## config.mk

```make
export PLATFORM = sky130hd
export DESIGN_NAME = gcl_cfg
export DESIGN_NICKNAME = d
export VERILOG_FILES = /design/src/rtl/gcl_pkg.sv /design/src/rtl/gcl_cfg.sv
export SDC_FILE = /design/constraint.sdc
export NUM_CORES = 1
export LEC_CHECK = 0
export ABC_AREA = 1
export BUFFER_PORTS_ARGS = -buffer_cell sky130_fd_sc_hd__buf_4
export CAP_MARGIN = 15
export CELL_PAD_IN_SITES_DETAIL_PLACEMENT = 0
export CELL_PAD_IN_SITES_GLOBAL_PLACEMENT = 2
export CORE_MARGIN = 3
export CORE_UTILIZATION = 30
export CTS_BUF_LIST = sky130_fd_sc_hd__clkbuf_16
export DETAILED_ROUTE_END_ITERATION = 10
export PLACE_DENSITY_LB_ADDON = 0.1
export SYNTH_ARGS = -nofsm -noshare
export SYNTH_HDL_FRONTEND = slang
export SYNTH_SLANG_ARGS = --single-unit
```

## constraint.sdc

```tcl
create_clock -name clk -period 4.5 [get_ports clk]
set_input_delay 0.225 -clock clk [delete_from_list [all_inputs] [get_ports clk]]
set_output_delay 0.225 -clock clk [all_outputs]
set_load 0.005 [all_outputs]
```

## src/rtl/gcl_pkg.sv

```systemverilog
// Package for the grid cell locate block: constants, register indexes and config types.
package gcl_pkg;

    localparam int AXIS_CELLS_MAX = 1024;
    localparam int CFG_WIDTH      = 33;
    localparam int CFG_IDX_WIDTH  = 3;
    localparam int COUNT_WIDTH    = 11;
    localparam int IDX_WIDTH      = 10;
    localparam int WEIGHT_WIDTH   = 16;
    localparam int Q_WIDTH        = 32;
    localparam int PROD_WIDTH     = 2 * Q_WIDTH;

    localparam logic [Q_WIDTH-1:0]     INV_RESET = 32'h0001_0000;
    localparam logic [PROD_WIDTH-1:0]  HALF_Q32  = 64'h0000_0000_8000_0000;
    localparam logic [COUNT_WIDTH-1:0] COUNT_SAT = COUNT_WIDTH'(AXIS_CELLS_MAX);

    typedef enum logic [CFG_IDX_WIDTH-1:0] {
        REG_ORIGIN_X   = 3'd0,
        REG_ORIGIN_Y   = 3'd1,
        REG_ORIGIN_Z   = 3'd2,
        REG_INV_CELL_X = 3'd3,
        REG_INV_CELL_Y = 3'd4,
        REG_INV_CELL_Z = 3'd5,
        REG_GRID_DIMS  = 3'd6
    } gcl_reg_t;

    // Settings of one axis as seen by the locate pipeline.
    typedef struct packed {
        logic [Q_WIDTH-1:0]   origin;
        logic [Q_WIDTH-1:0]   inv_cell;
        logic [IDX_WIDTH-1:0] last;
        logic                 multi;
    } gcl_axis_cfg_t;

    typedef struct packed {
        gcl_axis_cfg_t x;
        gcl_axis_cfg_t y;
        gcl_axis_cfg_t z;
        logic          grid_ok;
    } gcl_grid_cfg_t;

endpackage

```

## src/rtl/gcl_cfg.sv

```systemverilog
// Configuration register file and per-axis settings decode.
module gcl_cfg
    import gcl_pkg::*;
(
    input  logic                     clk,
    input  logic                     rst_n,
    input  logic                     cfg_we,
    input  logic [CFG_IDX_WIDTH-1:0] cfg_index,
    input  logic [CFG_WIDTH-1:0]     cfg_data,
    output gcl_grid_cfg_t            grid
);

    logic [Q_WIDTH-1:0]   origin_x_reg, origin_y_reg, origin_z_reg;
    logic [Q_WIDTH-1:0]   inv_x_reg, inv_y_reg, inv_z_reg;
    logic [CFG_WIDTH-1:0] dims_reg;

    logic [COUNT_WIDTH-1:0] cnt_x, cnt_y, cnt_z;
    logic [COUNT_WIDTH-1:0] n_x, n_y, n_z;

    always_ff @(posedge clk or negedge rst_n)
    begin
        if (!rst_n)
        begin
            origin_x_reg <= '0;
            origin_y_reg <= '0;
            origin_z_reg <= '0;
            inv_x_reg    <= INV_RESET;
            inv_y_reg    <= INV_RESET;
            inv_z_reg    <= INV_RESET;
            dims_reg     <= '0;
        end
        else if (cfg_we)
        begin
            case (gcl_reg_t'(cfg_index))
                REG_ORIGIN_X:   origin_x_reg <= cfg_data[Q_WIDTH-1:0];
                REG_ORIGIN_Y:   origin_y_reg <= cfg_data[Q_WIDTH-1:0];
                REG_ORIGIN_Z:   origin_z_reg <= cfg_data[Q_WIDTH-1:0];
                REG_INV_CELL_X: inv_x_reg    <= cfg_data[Q_WIDTH-1:0];
                REG_INV_CELL_Y: inv_y_reg    <= cfg_data[Q_WIDTH-1:0];
                REG_INV_CELL_Z: inv_z_reg    <= cfg_data[Q_WIDTH-1:0];
                REG_GRID_DIMS:  dims_reg     <= cfg_data;
                default:        ;
            endcase
        end
    end

    assign cnt_x = dims_reg[COUNT_WIDTH-1:0];
    assign cnt_y = dims_reg[2*COUNT_WIDTH-1:COUNT_WIDTH];
    assign cnt_z = dims_reg[3*COUNT_WIDTH-1:2*COUNT_WIDTH];

    // Counts above the grid limit saturate to it.
    assign n_x = (cnt_x > COUNT_SAT) ? COUNT_SAT : cnt_x;
    assign n_y = (cnt_y > COUNT_SAT) ? COUNT_SAT : cnt_y;
    assign n_z = (cnt_z > COUNT_SAT) ? COUNT_SAT : cnt_z;

    always_comb
    begin
        grid.x.origin   = origin_x_reg;
        grid.x.inv_cell = inv_x_reg;
        grid.x.last     = IDX_WIDTH'(n_x - COUNT_WIDTH'(1));
        grid.x.multi    = (n_x > COUNT_WIDTH'(1));
        grid.y.origin   = origin_y_reg;
        grid.y.inv_cell = inv_y_reg;
        grid.y.last     = IDX_WIDTH'(n_y - COUNT_WIDTH'(1));
        grid.y.multi    = (n_y > COUNT_WIDTH'(1));
        grid.z.origin   = origin_z_reg;
        grid.z.inv_cell = inv_z_reg;
        grid.z.last     = IDX_WIDTH'(n_z - COUNT_WIDTH'(1));
        grid.z.multi    = (n_z > COUNT_WIDTH'(1));
        grid.grid_ok    = (n_x != '0) && (n_y != '0) && (n_z != '0) &&
                          (inv_x_reg != '0) && (inv_y_reg != '0) && (inv_z_reg != '0);
    end

endmodule

```

; Yosys cells after proc, flatten, opt, wreduce, memory -nomap -nowiden
; Cells that the tools add are included.
[totals]
regBits = 225
latch_bits = 0
mem_bits_rw = 0
romBits = 0
input_bits = 39
output_inout_bits = 226
word_cells = 44
mem_count = 0
[op_classes]
add_sub_neg = 3
mul = 0
div = 0
order_cmp = 6
eq_ne = 6
n_shift = 0
muxes = 3
bitwise = 0
reduce_logical = 19
[ops]
columns = op, n
row1 = 32-bit nonzero test, 3
row2 = "11-bit by 1-bit > comparator with 1-bit output, second input constant", 3
row3 = "11-bit > comparator, second input constant", 3
row4 = 11-bit 2-to-1 mux, 3
row5 = 11-bit nonzero test, 3
row6 = "10-bit by 1-bit subtractor with 10-bit output, second input constant", 3
row7 = 2-bit AND reduction, 7
row8 = "3-bit equality test, second input constant", 3
row9 = "3-bit by 2-bit equality test with 1-bit output, second input constant", 2
row10 = 1-bit logical AND, 5
row11 = "3-bit by 1-bit equality test with 1-bit output, second input constant", 1
row12 = 3-bit logical NOT, 1

; Depth between registers and ports, before layout
[depth]
depth_word = 8
depth_mapped = 13
depth_no_buf = 12

; Worst setup path after synthesis
; OpenSTA, ideal clock, no wires.
[synth_timing]
kind = reg-to-output
startpoint = register dims_reg[24]
endpoint = output grid[10] (netlist name)
t_arrival_ps = 1651
t_required_ps = 4275
setup_slack_ps = 2624
path_stages_with_launch = 11
path_buffers = 1
path_cell_list = dfrtp_1 -> nor2_1 -> nand2_1 -> o21ai_2 -> buf_4 -> nand2_1 -> ha_1 -> nand2_1 -> inv_1 -> nand2_1 -> xor2_1
[synth_rtl]
columns = item, line_no
row1 = from (decl), gcl_cfg.sv:15  ; logic [CFG_WIDTH-1:0] dims_reg;
row2 = from (signal assigned), gcl_cfg.sv:41  ; REG_GRID_DIMS: dims_reg <= cfg_data;
row3 = to (decl), gcl_cfg.sv:10  ; output gcl_grid_cfg_t grid

==> results.txt <==
Outcome: finished clean
Final wirelength: 30.74 mm
Total of max-cap violations: 0
Mux share of post-synthesis cell area: 0
Tot GR Track Use: 0.1833
IO Count: 265
Most common cell on crit path: nand2_1
Pwr/cell area: 506.4 nW/µm²
Min Tclk post-route: 2884 ps
Hold WS: 67.62 ps
HP Class: primary input to register
Top-count cell post-synth: nand2_1
Worst slack, placed: 2125 ps
Sequential element share of the synthesized area: 0.6098
First-pass GRT wire length: 47.37 mm
Sink Count: 225
Top FF cell, synth: dfrtp_1
Root Driver: clkbuf_16
Via density: 4.563
Post-CTS Setup Bufs: 0
Maximum VDD drop: 0.2197 mV
Asr flop ratio synth: 1.000
Actual slew at the worst max-slew pin: 1024 ps
Final hold vios: 0
CP Class: register to output port
Cell Rows: 63
Die Height: 181.5 µm
Antenna cells: 0
Final Max Tran Viols: 0
H-tree depth: 1
Post-Syn Nets: 1061
Crit path DAT: 2660 ps
Seq cells post-synth: 225
Largest stage delay on the critical path: 410 ps
Max clock buf depth: 3
Avg Cell Area, Syn: 9.102 µm²
Worst clock skew: 0 ps
Simple logic cell fraction of the synthesized area: 0.1759
Vias in the first global route: 7697
Core area: 30030 µm²
Placed instance count: 1629
PortBufs: 264
Top cells by area, synth: dfrtp_1 60%, o21ai_0 12%, nand2_1 11%
Num CTS Buffers: 27
Warnings from Yosys: 0
Setup Viol. Count Final: 0
Routed via count: 7652
Share of cells above drive strength 1: 0.2549
TNS Setup: 0 ps
Area share of the largest cell type after synthesis: 0.6013
Horiz. Die Dim: 181.5 µm
Area grow syn2layout: 34.33%
RSZ-0062 raised after global routing: no
Xor/xnor cell area share of the yosys netlist: 0.01896
Gr ovfl total: 0
Largest family of logic cells by synthesized area: simple AND/OR/NAND/NOR gates
Initial antenna violation count: 0
CP Cell Sequence: nor2_1 > nand2_1 > o21ai_2 > nand2_1 > ha_1 > nand2_1 > inv_1 > nand2_1 > nor2_1 > nor2_2 > buf_4
Fin crit share: 0.6410
Top post-synthesis cells by count: 283 x nand2_1, 222 x dfrtp_1, 221 x o21ai_0
Largest net degree at the start of global routing: 91
Distinct cells, synth: 32
CTS tree: done
HPWL after DPL: 21.70 mm
Post-route setup slack: 1616 ps
NumNets Final: 1318
FMAX: 346.7 MHz
Mapped cell area: 9239 µm²
Slew margin rel.: 0.3152
Post-Syn Instances: 1015
CP Data Required Time: 4280 ps
Post-synthesis compound-gate area fraction: 0.1406
Post-synth EDFFs: 0
Kind of end point of the critical path: output port
Die area: 32940 µm²
DRT Pass-1 Iters: 5
Startpoint Class: register
Final core occ: 0.4132
Max FFs per register: 33
DRT iter0 DRCs: 505
Initial Utilization: 0.3076
Final non-filler cell total: 1677
Worst path slowest cell: dfrtp_1
Adder-Cell Fraction of Synth Area: 0.009480
DR DRC count: 0
Clk Latency, worst-skew pair: 510 ps
Crit path max fanout: 12
Synth area leader: dfrtp_1
Clock-pin slew on the worst setup and hold paths: 60 ps
Leakage power: 6.271 nW
DRT antenna net count: 0
GP Congestion: 0.8051
Wire per inst: 18.33 µm
## power breakdown
part           switching (mW)  internal (mW)  total, mW
registers               0.308           2.41       2.72
logic                   0.813          0.856       1.67
clock network           0.827           1.07       1.90
## repair_timing
| item | CTS | global route |
|---|---|---|
| gates resized for setup | 0 | 0 |
| endpoints found under the hold margin | 82 | 0 |
| hold buffers | 2 | 0 |
## worst max-delay path: cells and delay by family, from the launching register on
family / cells / cell delay, ps
buffers and inverters: 2 / 170
DFF: 1 / 410
AOI/OAI and AO/OA: 1 / 400
adders and majority gates: 1 / 270
and+or+nand+nor: 7 / 900
## cells by family (layout without fill, tap and decap cells)
group | count (synthesis) | in the layout
fa+ha+maj | 7 | 7
flops | 225 | 225
buf+inv | 106 | 378
compound gates | 245 | 245
simple gates | 412 | 412
xor+xnor | 20 | 20
## cell usage in the layout, fill, tap and decap left out, types with 2 or more instances in the layout
master and instances:
buf_12 3, buf_4 268, clkbuf_16 27, clkinv_1 8, clkinv_2 5, dfrtp_1 222
dfstp_2 3, dlygate4sd3_1 2, ha_1 7, inv_1 62, nand2_1 277, nand2_2 9
nand3_1 15, nand3_2 2, nand4_1 15, nor2_1 91, o21ai_0 221, o21ai_1 10
o21ai_2 3, o31ai_1 3, o41ai_1 2, xnor2_1 7, xor2_1 13
## metrics by stage
step                power, mW  cell area [µm²]
finish                  6.285            12410
global route            6.716            12410
global placement        4.445            11600
CTS                     6.403            12370
floorplan               3.394             9239
detailed placement      4.456            11600
## final cells by class
cell class	count	area, µm²
Clock buffer	27	675.6
Sequential cell	225	5634
Multi-Input combinational cell	684	3207
Clock inverter	17	73.82
Fill cell	3101	17620
Timing Repair Buffer	274	2107
Tap cell	390	488.0
Inverter	60	225.2
## final timing paths
check | from | to | slack [ps] | cells after the start
min | cfg_data[21] | inv_x_reg[21]$_DFFE_PN0P_ | 70 | 3
min in group asynchronous | rst_n | origin_z_reg[20]$_DFFE_PN0P_ | 300 | 2
max reg2reg | dims_reg[21]$_DFFE_PN0P_ | dims_reg[21]$_DFFE_PN0P_ | 3670 | 2
min reg2reg | origin_y_reg[19]$_DFFE_PN0P_ | origin_y_reg[19]$_DFFE_PN0P_ | 490 | 2
max | dims_reg[24]$_DFFE_PN0P_ | grid[0] | 1620 | 11
max in group asynchronous | rst_n | dims_reg[24]$_DFFE_PN0P_ | 3000 | 3
## metal layers
layer / global-route usage / part of all wire / wire length [µm]
met3: 0.03566 / 0.054 / 1656
met2: 0.3058 / 0.48 / 14810
met1: 0.2525 / 0.45 / 13920
met5: 0 / 0 / 0
met4: 0.03169 / 0.012 / 359
No activity file was read; power rests on OpenSTA's default activity.
