### config.mk
export PLATFORM = sky130hd
export DESIGN_NAME = gcl_axis
export DESIGN_NICKNAME = d
export VERILOG_FILES = /design/src/rtl/gcl_pkg.sv /design/src/rtl/gcl_axis.sv
export SDC_FILE = /design/constraint.sdc
export NUM_CORES = 2
export LEC_CHECK = 0
export BUFFER_PORTS_ARGS = -buffer_cell sky130_fd_sc_hd__buf_2
export CORE_ASPECT_RATIO = 1.75
export CORE_MARGIN = 1.5
export CORE_UTILIZATION = 45
export DETAILED_ROUTE_END_ITERATION = 16
export GPL_ROUTABILITY_DRIVEN = 0
export PLACE_DENSITY = 0.64
export SLEW_MARGIN = 30
export SYNTH_ARGS = -nofsm -noshare
export SYNTH_HDL_FRONTEND = slang
export SYNTH_SLANG_ARGS = --single-unit
### constraint.sdc
create_clock -name clk -period 11.6 [get_ports clk]
set_input_delay 1.74 -clock clk [delete_from_list [all_inputs] [get_ports clk]]
set_output_delay 1.74 -clock clk [all_outputs]
set_load 0.005 [all_outputs]
### src/rtl/gcl_pkg.sv
// Package for the grid cell locate block: constants, register indexes and config types.
package gcl_pkg;

    localparam int AXIS_CELLS_MAX = 1024;
    localparam int CFG_WIDTH      = 33;
    localparam int CFG_IDX_WIDTH  = 3;
    localparam int COUNT_WIDTH    = 11;
    localparam int IDX_WIDTH      = 10;
    localparam int WEIGHT_WIDTH   = 16;
    localparam int Q_WIDTH        = 32;
    localparam int PROD_WIDTH     = 2 * Q_WIDTH;

    localparam logic [Q_WIDTH-1:0]     INV_RESET = 32'h0001_0000;
    localparam logic [PROD_WIDTH-1:0]  HALF_Q32  = 64'h0000_0000_8000_0000;
    localparam logic [COUNT_WIDTH-1:0] COUNT_SAT = COUNT_WIDTH'(AXIS_CELLS_MAX);

    typedef enum logic [CFG_IDX_WIDTH-1:0] {
        REG_ORIGIN_X   = 3'd0,
        REG_ORIGIN_Y   = 3'd1,
        REG_ORIGIN_Z   = 3'd2,
        REG_INV_CELL_X = 3'd3,
        REG_INV_CELL_Y = 3'd4,
        REG_INV_CELL_Z = 3'd5,
        REG_GRID_DIMS  = 3'd6
    } gcl_reg_t;

    // Settings of one axis as seen by the locate pipeline.
    typedef struct packed {
        logic [Q_WIDTH-1:0]   origin;
        logic [Q_WIDTH-1:0]   inv_cell;
        logic [IDX_WIDTH-1:0] last;
        logic                 multi;
    } gcl_axis_cfg_t;

    typedef struct packed {
        gcl_axis_cfg_t x;
        gcl_axis_cfg_t y;
        gcl_axis_cfg_t z;
        logic          grid_ok;
    } gcl_grid_cfg_t;

endpackage

### src/rtl/gcl_axis.sv
// Three-stage locate pipeline for one axis: offset, scale, then split and saturate.
module gcl_axis
    import gcl_pkg::*;
(
    input  logic                      clk,
    input  logic [Q_WIDTH-1:0]        pos,
    input  gcl_axis_cfg_t             acfg,
    output logic [IDX_WIDTH-1:0]      lower,
    output logic [IDX_WIDTH-1:0]      upper,
    output logic [WEIGHT_WIDTH-1:0]   weight
);

    logic [Q_WIDTH:0]            diff;
    logic                        d_pos_next;
    logic [Q_WIDTH-1:0]          d_reg;
    logic                        d_pos_reg;
    logic [PROD_WIDTH-1:0]       prod_reg;
    logic                        p_pos_reg;
    logic [PROD_WIDTH-1:0]       coord;
    logic                        above_half;
    logic                        at_last;
    logic [IDX_WIDTH-1:0]        lower_next, upper_next;
    logic [WEIGHT_WIDTH-1:0]     weight_next;
    logic [IDX_WIDTH-1:0]        lower_reg, upper_reg;
    logic [WEIGHT_WIDTH-1:0]     weight_reg;

    // Stage 1: exact 33-bit signed offset from the grid minimum.
    assign diff       = {pos[Q_WIDTH-1], pos} - {acfg.origin[Q_WIDTH-1], acfg.origin};
    assign d_pos_next = !diff[Q_WIDTH] && (diff != '0);

    always_ff @(posedge clk)
    begin
        d_reg     <= diff[Q_WIDTH-1:0];
        d_pos_reg <= d_pos_next;
    end

    // Stage 2: scale to a Q32.32 cell coordinate; a positive offset fits in 32 bits.
    always_ff @(posedge clk)
    begin
        prod_reg  <= d_reg * acfg.inv_cell;
        p_pos_reg <= d_pos_reg;
    end

    // Stage 3: shift to cell centers, then clamp at either end of the axis.
    assign above_half = (prod_reg > HALF_Q32);
    assign coord      = prod_reg - HALF_Q32;
    assign at_last    = (coord[PROD_WIDTH-1:Q_WIDTH] >= {{(Q_WIDTH-IDX_WIDTH){1'b0}}, acfg.last});

    always_comb
    begin
        lower_next  = '0;
        upper_next  = '0;
        weight_next = '0;
        if (acfg.multi && p_pos_reg && above_half)
        begin
            if (at_last)
            begin
                lower_next = acfg.last;
                upper_next = acfg.last;
            end
            else
            begin
                lower_next  = coord[Q_WIDTH+IDX_WIDTH-1:Q_WIDTH];
                upper_next  = coord[Q_WIDTH+IDX_WIDTH-1:Q_WIDTH] + IDX_WIDTH'(1);
                weight_next = coord[Q_WIDTH-1:Q_WIDTH-WEIGHT_WIDTH];
            end
        end
    end

    always_ff @(posedge clk)
    begin
        lower_reg  <= lower_next;
        upper_reg  <= upper_next;
        weight_reg <= weight_next;
    end

    assign lower  = lower_reg;
    assign upper  = upper_reg;
    assign weight = weight_reg;

endmodule

---- After elaboration in Yosys (flattened, before gate mapping) ----
Cells that the tools add are included.
word-level totals
  flip-flop bits (word level) ............. 134
  input port bits ......................... 108
  logic and storage cells ................. 22
operators by class
  add/sub/neg operators ................... 3
  multipliers ............................. 1
  magnitude comparators ................... 2
  muxes and demuxes ....................... 2
  bitwise operators ....................... 1
  reductions and logical operators ........ 6
operators by type and width
  kind                                                                    number
  64-bit by 32-bit > comparator with 1-bit output, second input constant  1
  32-bit by 32-bit multiplier with 64-bit output                          1
  64-bit by 32-bit subtractor with 64-bit output, second input constant   1
  33-bit nonzero test                                                     1
  32-bit by 32-bit subtractor with 33-bit output                          1
  32-bit by 10-bit greater-or-equal comparator with 1-bit output          1
  10-bit 2-to-1 mux                                                       2
  10-bit by 1-bit adder with 10-bit output, second input constant         1
  1-bit logical AND                                                       3
  2-bit OR reduction                                                      1
  1-bit zero test                                                         1
  1-bit NOT                                                               1

---- Logic depth before layout (Yosys ltp) ----
  depth after elaboration ................. 4
  mapped depth ............................ 30
  mapped depth without buffers ............ 28

---- Worst setup path before layout ----
No wires, ideal clock.
  path kind ............................... in2reg
  start point ............................. in acfg[16] (netlist name)
  end point ............................... reg prod_reg[58]
  library setup time ...................... 0.072 ns
  arrival ................................. 8.592 ns
  required time ........................... 11.528 ns
  path slack .............................. 2.936 ns
  stages on the path ...................... 27
  path buffers ............................ 2
  cell sequence ........................... clkbuf_1 nand2_1 fa_1 inv_1 fa_1 fa_1 inv_1 fa_1 inv_1 fa_1 fa_1 fa_1 inv_1 fa_1 inv_1 ha_1 clkbuf_1 nand2_1 o21ai_0 nor3_1 o311ai_0 a41oi_1 o31ai_1 a31oi_1 o41a_1 o21ai_0 xor2_1
between the ends
  word-level cells in the longest chain between the ends .. 1
ends and longest elaborated chain
  element                                         line            text
  start: declaration                              gcl_axis.sv:7   input gcl_axis_cfg_t acfg,
  32-bit by 32-bit multiplier with 64-bit output  gcl_axis.sv:40  prod_reg <= d_reg * acfg.inv_cell;
  end signal: assignment                          gcl_axis.sv:40
  end: declaration                                gcl_axis.sv:17  logic [PROD_WIDTH-1:0] prod_reg;
No other way between the ends.
A chain may end at the register's enable or synchronous reset.

---- Worst setup path in the final report ----
  start point ............................. in acfg[21] (netlist name)
  end point ............................... reg prod_reg[58]
The elaborated chain is that of the path after synthesis.

==> impl_metrics.xml <==
<?xml version="1.0" encoding="UTF-8"?>
<metrics>
  <group name="worst_setup_path">
    <metric name="crit_required" unit="ns">12.03</metric>
    <metric name="timing.critical_path.to_type" unit="">flip-flop</metric>
    <metric name="worst_ep_arrival_time" unit="ns">9.83</metric>
    <metric name="reg2reg_slack" unit="ns">2.77</metric>
    <metric name="critical_path.startpoint_type" unit="">primary input</metric>
    <metric name="critical_path_peak_fanout" unit="">32</metric>
    <metric name="worstSetupPathType" unit="">in2reg</metric>
  </group>
  <group name="synthesis">
    <metric name="async_reset_ff_share" unit="%">0</metric>
    <metric name="synth-warning-count" unit="">0</metric>
    <metric name="post_synth_inst_count" unit="">4318</metric>
    <metric name="synth-main-ff-cell" unit="">sky130_fd_sc_hd__dfxtp_1</metric>
    <metric name="synthTopCellsByArea" unit="">sky130_fd_sc_hd__fa_1 (46%), sky130_fd_sc_hd__ha_1 (9.8%), sky130_fd_sc_hd__and2_1 (9.5%)</metric>
    <metric name="syn_area" unit="sq um">39180</metric>
    <metric name="yosys.area.top_type" unit="">sky130_fd_sc_hd__fa_1</metric>
    <metric name="post_synth_most_frequent_cells" unit="">sky130_fd_sc_hd__inv_1 (917), sky130_fd_sc_hd__fa_1 (897), sky130_fd_sc_hd__and2_1 (596)</metric>
    <metric name="synth_seq_cells" unit="">134</metric>
    <metric name="yosysUniqueCellTypes" unit="">72</metric>
    <metric name="synth.top_cell.area_share" unit="%">45.84</metric>
    <metric name="synth.most_common_cell" unit="">sky130_fd_sc_hd__inv_1</metric>
    <metric name="synth-edff-count" unit="">0</metric>
    <metric name="synthesis.nets" unit="">5630</metric>
    <metric name="syn-mean-instance-area" unit="sq um">9.073</metric>
    <metric name="synth-seq-area-share" unit="%">6.847</metric>
  </group>
  <group name="timing">
    <metric name="finalWorstPathRequiredPeriod" unit="ns">9.406</metric>
    <metric name="timing.fmax" unit="MHz">106.3</metric>
    <metric name="report.final.hold_viol_count" unit="">0</metric>
    <metric name="slew_at_the_pin_closest_to_its_max_slew_limit" unit="ns">0.9932</metric>
    <metric name="totalNegativeSetupSlack" unit="ns">0</metric>
    <metric name="final-max-slew-violation-count" unit="">0</metric>
    <metric name="worst_setup_skew_after_layout" unit="ns">0.03538</metric>
    <metric name="setup_viol" unit="">0</metric>
    <metric name="rsz_0062_raised_after_global_routing" unit="">no</metric>
    <metric name="relSlewSlack" unit="%">33.69</metric>
    <metric name="fin_crit_sh" unit="%">81.08</metric>
  </group>
  <group name="floorplan">
    <metric name="floorplan.die.width" unit="um">226.0</metric>
    <metric name="design.core.area" unit="sq um">86600</metric>
    <metric name="floorplan.initialDensity" unit="%">45.24</metric>
    <metric name="std_cell_rows" unit="">143</metric>
    <metric name="ioPinCount" unit="">144</metric>
    <metric name="die_area" unit="sq um">88910</metric>
    <metric name="die_h" unit="um">393.3</metric>
  </group>
  <group name="cells_and_area">
    <metric name="multi_input_logic_area" unit="sq um">32160</metric>
    <metric name="stdcell_count" unit="">5458</metric>
    <metric name="post_route_cells_drive_above_1_share" unit="%">5.408</metric>
    <metric name="max_ffs_per_register" unit="">64</metric>
    <metric name="finalNetCount" unit="">5589</metric>
    <metric name="areaGrowthSynthToFinish" unit="%">5.416</metric>
    <metric name="filler_cell_count" unit="">8406</metric>
    <metric name="register_area" unit="sq um">2703</metric>
  </group>
  <group name="clock_network">
    <metric name="clk_path_buf_depth" unit="">2</metric>
    <metric name="clock-sinks" unit="">134</metric>
    <metric name="cts-root-buf" unit="">sky130_fd_sc_hd__clkbuf_16</metric>
    <metric name="worst_skew_pair.late_latency" unit="ns">0.52</metric>
    <metric name="post_cts_repair_resize_count" unit="">0</metric>
    <metric name="num_cts_buffers" unit="">17</metric>
    <metric name="cts.repair_timing.setup_buffer_count" unit="">0</metric>
    <metric name="h_tree_levels" unit="">4</metric>
    <metric name="tritoncts_clock_tree" unit="">done</metric>
    <metric name="number_of_hold_buffers_added_after_cts" unit="">0</metric>
    <metric name="cts.clk_slew.worst_paths" unit="ns">0.07</metric>
  </group>
  <group name="drt">
    <metric name="drt_first_iter_violations" unit="">1635</metric>
    <metric name="via_count" unit="">29490</metric>
    <metric name="routed_wire_length_per_instance" unit="um">21.56</metric>
    <metric name="dr.pass1.iters" unit="">8</metric>
    <metric name="drc_errors" unit="">0</metric>
    <metric name="wl" unit="mm">117.7</metric>
    <metric name="postRouteAntennaNets" unit="">0</metric>
    <metric name="via_per_inst" unit="">5.403</metric>
  </group>
  <group name="place">
    <metric name="dp_cells" unit="">5418</metric>
    <metric name="port_buffers" unit="">143</metric>
    <metric name="detailed_place_hpwl" unit="mm">92.68</metric>
  </group>
  <group name="global_routing">
    <metric name="global_route.usage.total" unit="%">27.67</metric>
    <metric name="grt_antenna_before_repair" unit="">6</metric>
    <metric name="number_of_global_route_vias_before_repair" unit="">32680</metric>
    <metric name="overflow_left_after_global_routing" unit="">0</metric>
    <metric name="maximum_number_of_pins_on_one_net_before_global_route_repair" unit="">33</metric>
    <metric name="grt_pass1_wl" unit="mm">182.1</metric>
  </group>
  <group name="flow_run">
    <metric name="cap_viol_max_count" unit="">0</metric>
  </group>
  <group name="worst_hold_path">
    <metric name="worst_min_delay_path_class" unit="">reg2reg</metric>
  </group>
  <group name="run_status">
    <metric name="status" unit="">finished clean</metric>
  </group>
</metrics>
==> worst max-delay path: stages <==
cell	delay, ns
sky130_fd_sc_hd__buf_2	0.59
sky130_fd_sc_hd__and2_1	0.24
sky130_fd_sc_hd__fa_1	0.44
sky130_fd_sc_hd__fa_1	0.45
sky130_fd_sc_hd__fa_1	0.73
sky130_fd_sc_hd__inv_1	0.11
sky130_fd_sc_hd__fa_1	0.49
sky130_fd_sc_hd__inv_1	0.05
sky130_fd_sc_hd__fa_1	0.50
sky130_fd_sc_hd__fa_1	0.50
sky130_fd_sc_hd__fa_1	0.51
sky130_fd_sc_hd__inv_1	0.05
sky130_fd_sc_hd__fa_1	0.54
sky130_fd_sc_hd__inv_1	0.06
sky130_fd_sc_hd__ha_1	0.36
sky130_fd_sc_hd__nand2_1	0.15
sky130_fd_sc_hd__o21bai_1	0.27
sky130_fd_sc_hd__nor3_1	0.13
sky130_fd_sc_hd__o311ai_0	0.13
sky130_fd_sc_hd__a41oi_1	0.17
sky130_fd_sc_hd__o31ai_1	0.48
sky130_fd_sc_hd__a31oi_1	0.21
sky130_fd_sc_hd__o41a_1	0.52
sky130_fd_sc_hd__o21ai_0	0.23
sky130_fd_sc_hd__xor2_1	0.15
==> final timing paths <==
check               start            to  depth (start not counted)
max              acfg[21]  prod_reg[58]                         25
min          prod_reg[26]    weight[10]                          1
max reg2reg     d_reg[19]  prod_reg[58]                         25
min reg2reg  prod_reg[26]    weight[10]                          1
==> routing by layer <==
layer  global-route usage [%]  vias up  wire [um]
met5                        0        -          8
met4                    25.79        2      12690
met3                    3.686      501       4577
met2                    50.32      988      63370
met1                    26.44    15210      37010
li1                         -    12790          -
==> metrics by stage <==
| stage | setup WS [ns] | utilization, % | hold slack (ns) | area (sq um) |
|---|---|---|---|---|
| floorplan | 2.936 | - | 0.3096 | 39180 |
| global placement | 1.913 | 46.97 | 0.4526 | 40680 |
| detailed placement | 1.843 | 46.97 | 0.4582 | 40680 |
| CTS | 2.343 | 47.67 | 0.4744 | 41280 |
| global route | 1.809 | 47.69 | 0.4926 | 41290 |
| finish | 2.194 | 47.69 | 0.4662 | 41300 |
==> cell usage in the layout (no fill, tap or decap), drive strengths merged, types with 27 or more instances in the layout <==
cell type	netlist	routed
inv	917	925
fa	897	897
and2	596	596
nand2	522	522
ha	307	307
buf	4	170
dfxtp	134	134
a21oi	105	105
nor2	93	93
a21o	61	61
xnor2	59	59
o21ai	54	54
xor2	37	37
nor3	27	27
==> cell families after synthesis <==
| group | synth area share, % |
|---|---|
| AO/OA/AOI/OAI | 5.934 |
| XOR/XNOR | 2.146 |
| adder cells (fa/ha/maj) | 55.64 |
| buffers and inverters | 11.06 |
| flip-flops | 6.847 |
| multiplexers | 0.5685 |
| AND/OR/NAND/NOR | 17.80 |
==> area by class of cell <==
cell class | count | area share (%)
Antenna cell | 8 | 0.04847
Clock inverter | 15 | 0.4302
Clock buffer | 17 | 1.030
Sequential cell | 134 | 6.544
Timing Repair Buffer | 170 | 2.224
Multi-Input combinational cell | 3037 | 77.88
Tap cell | 1160 | 3.514
Inverter | 917 | 8.334
Power is not shown: default switching activity piles up to over one toggle a cycle in this logic, so the estimate is an artifact.
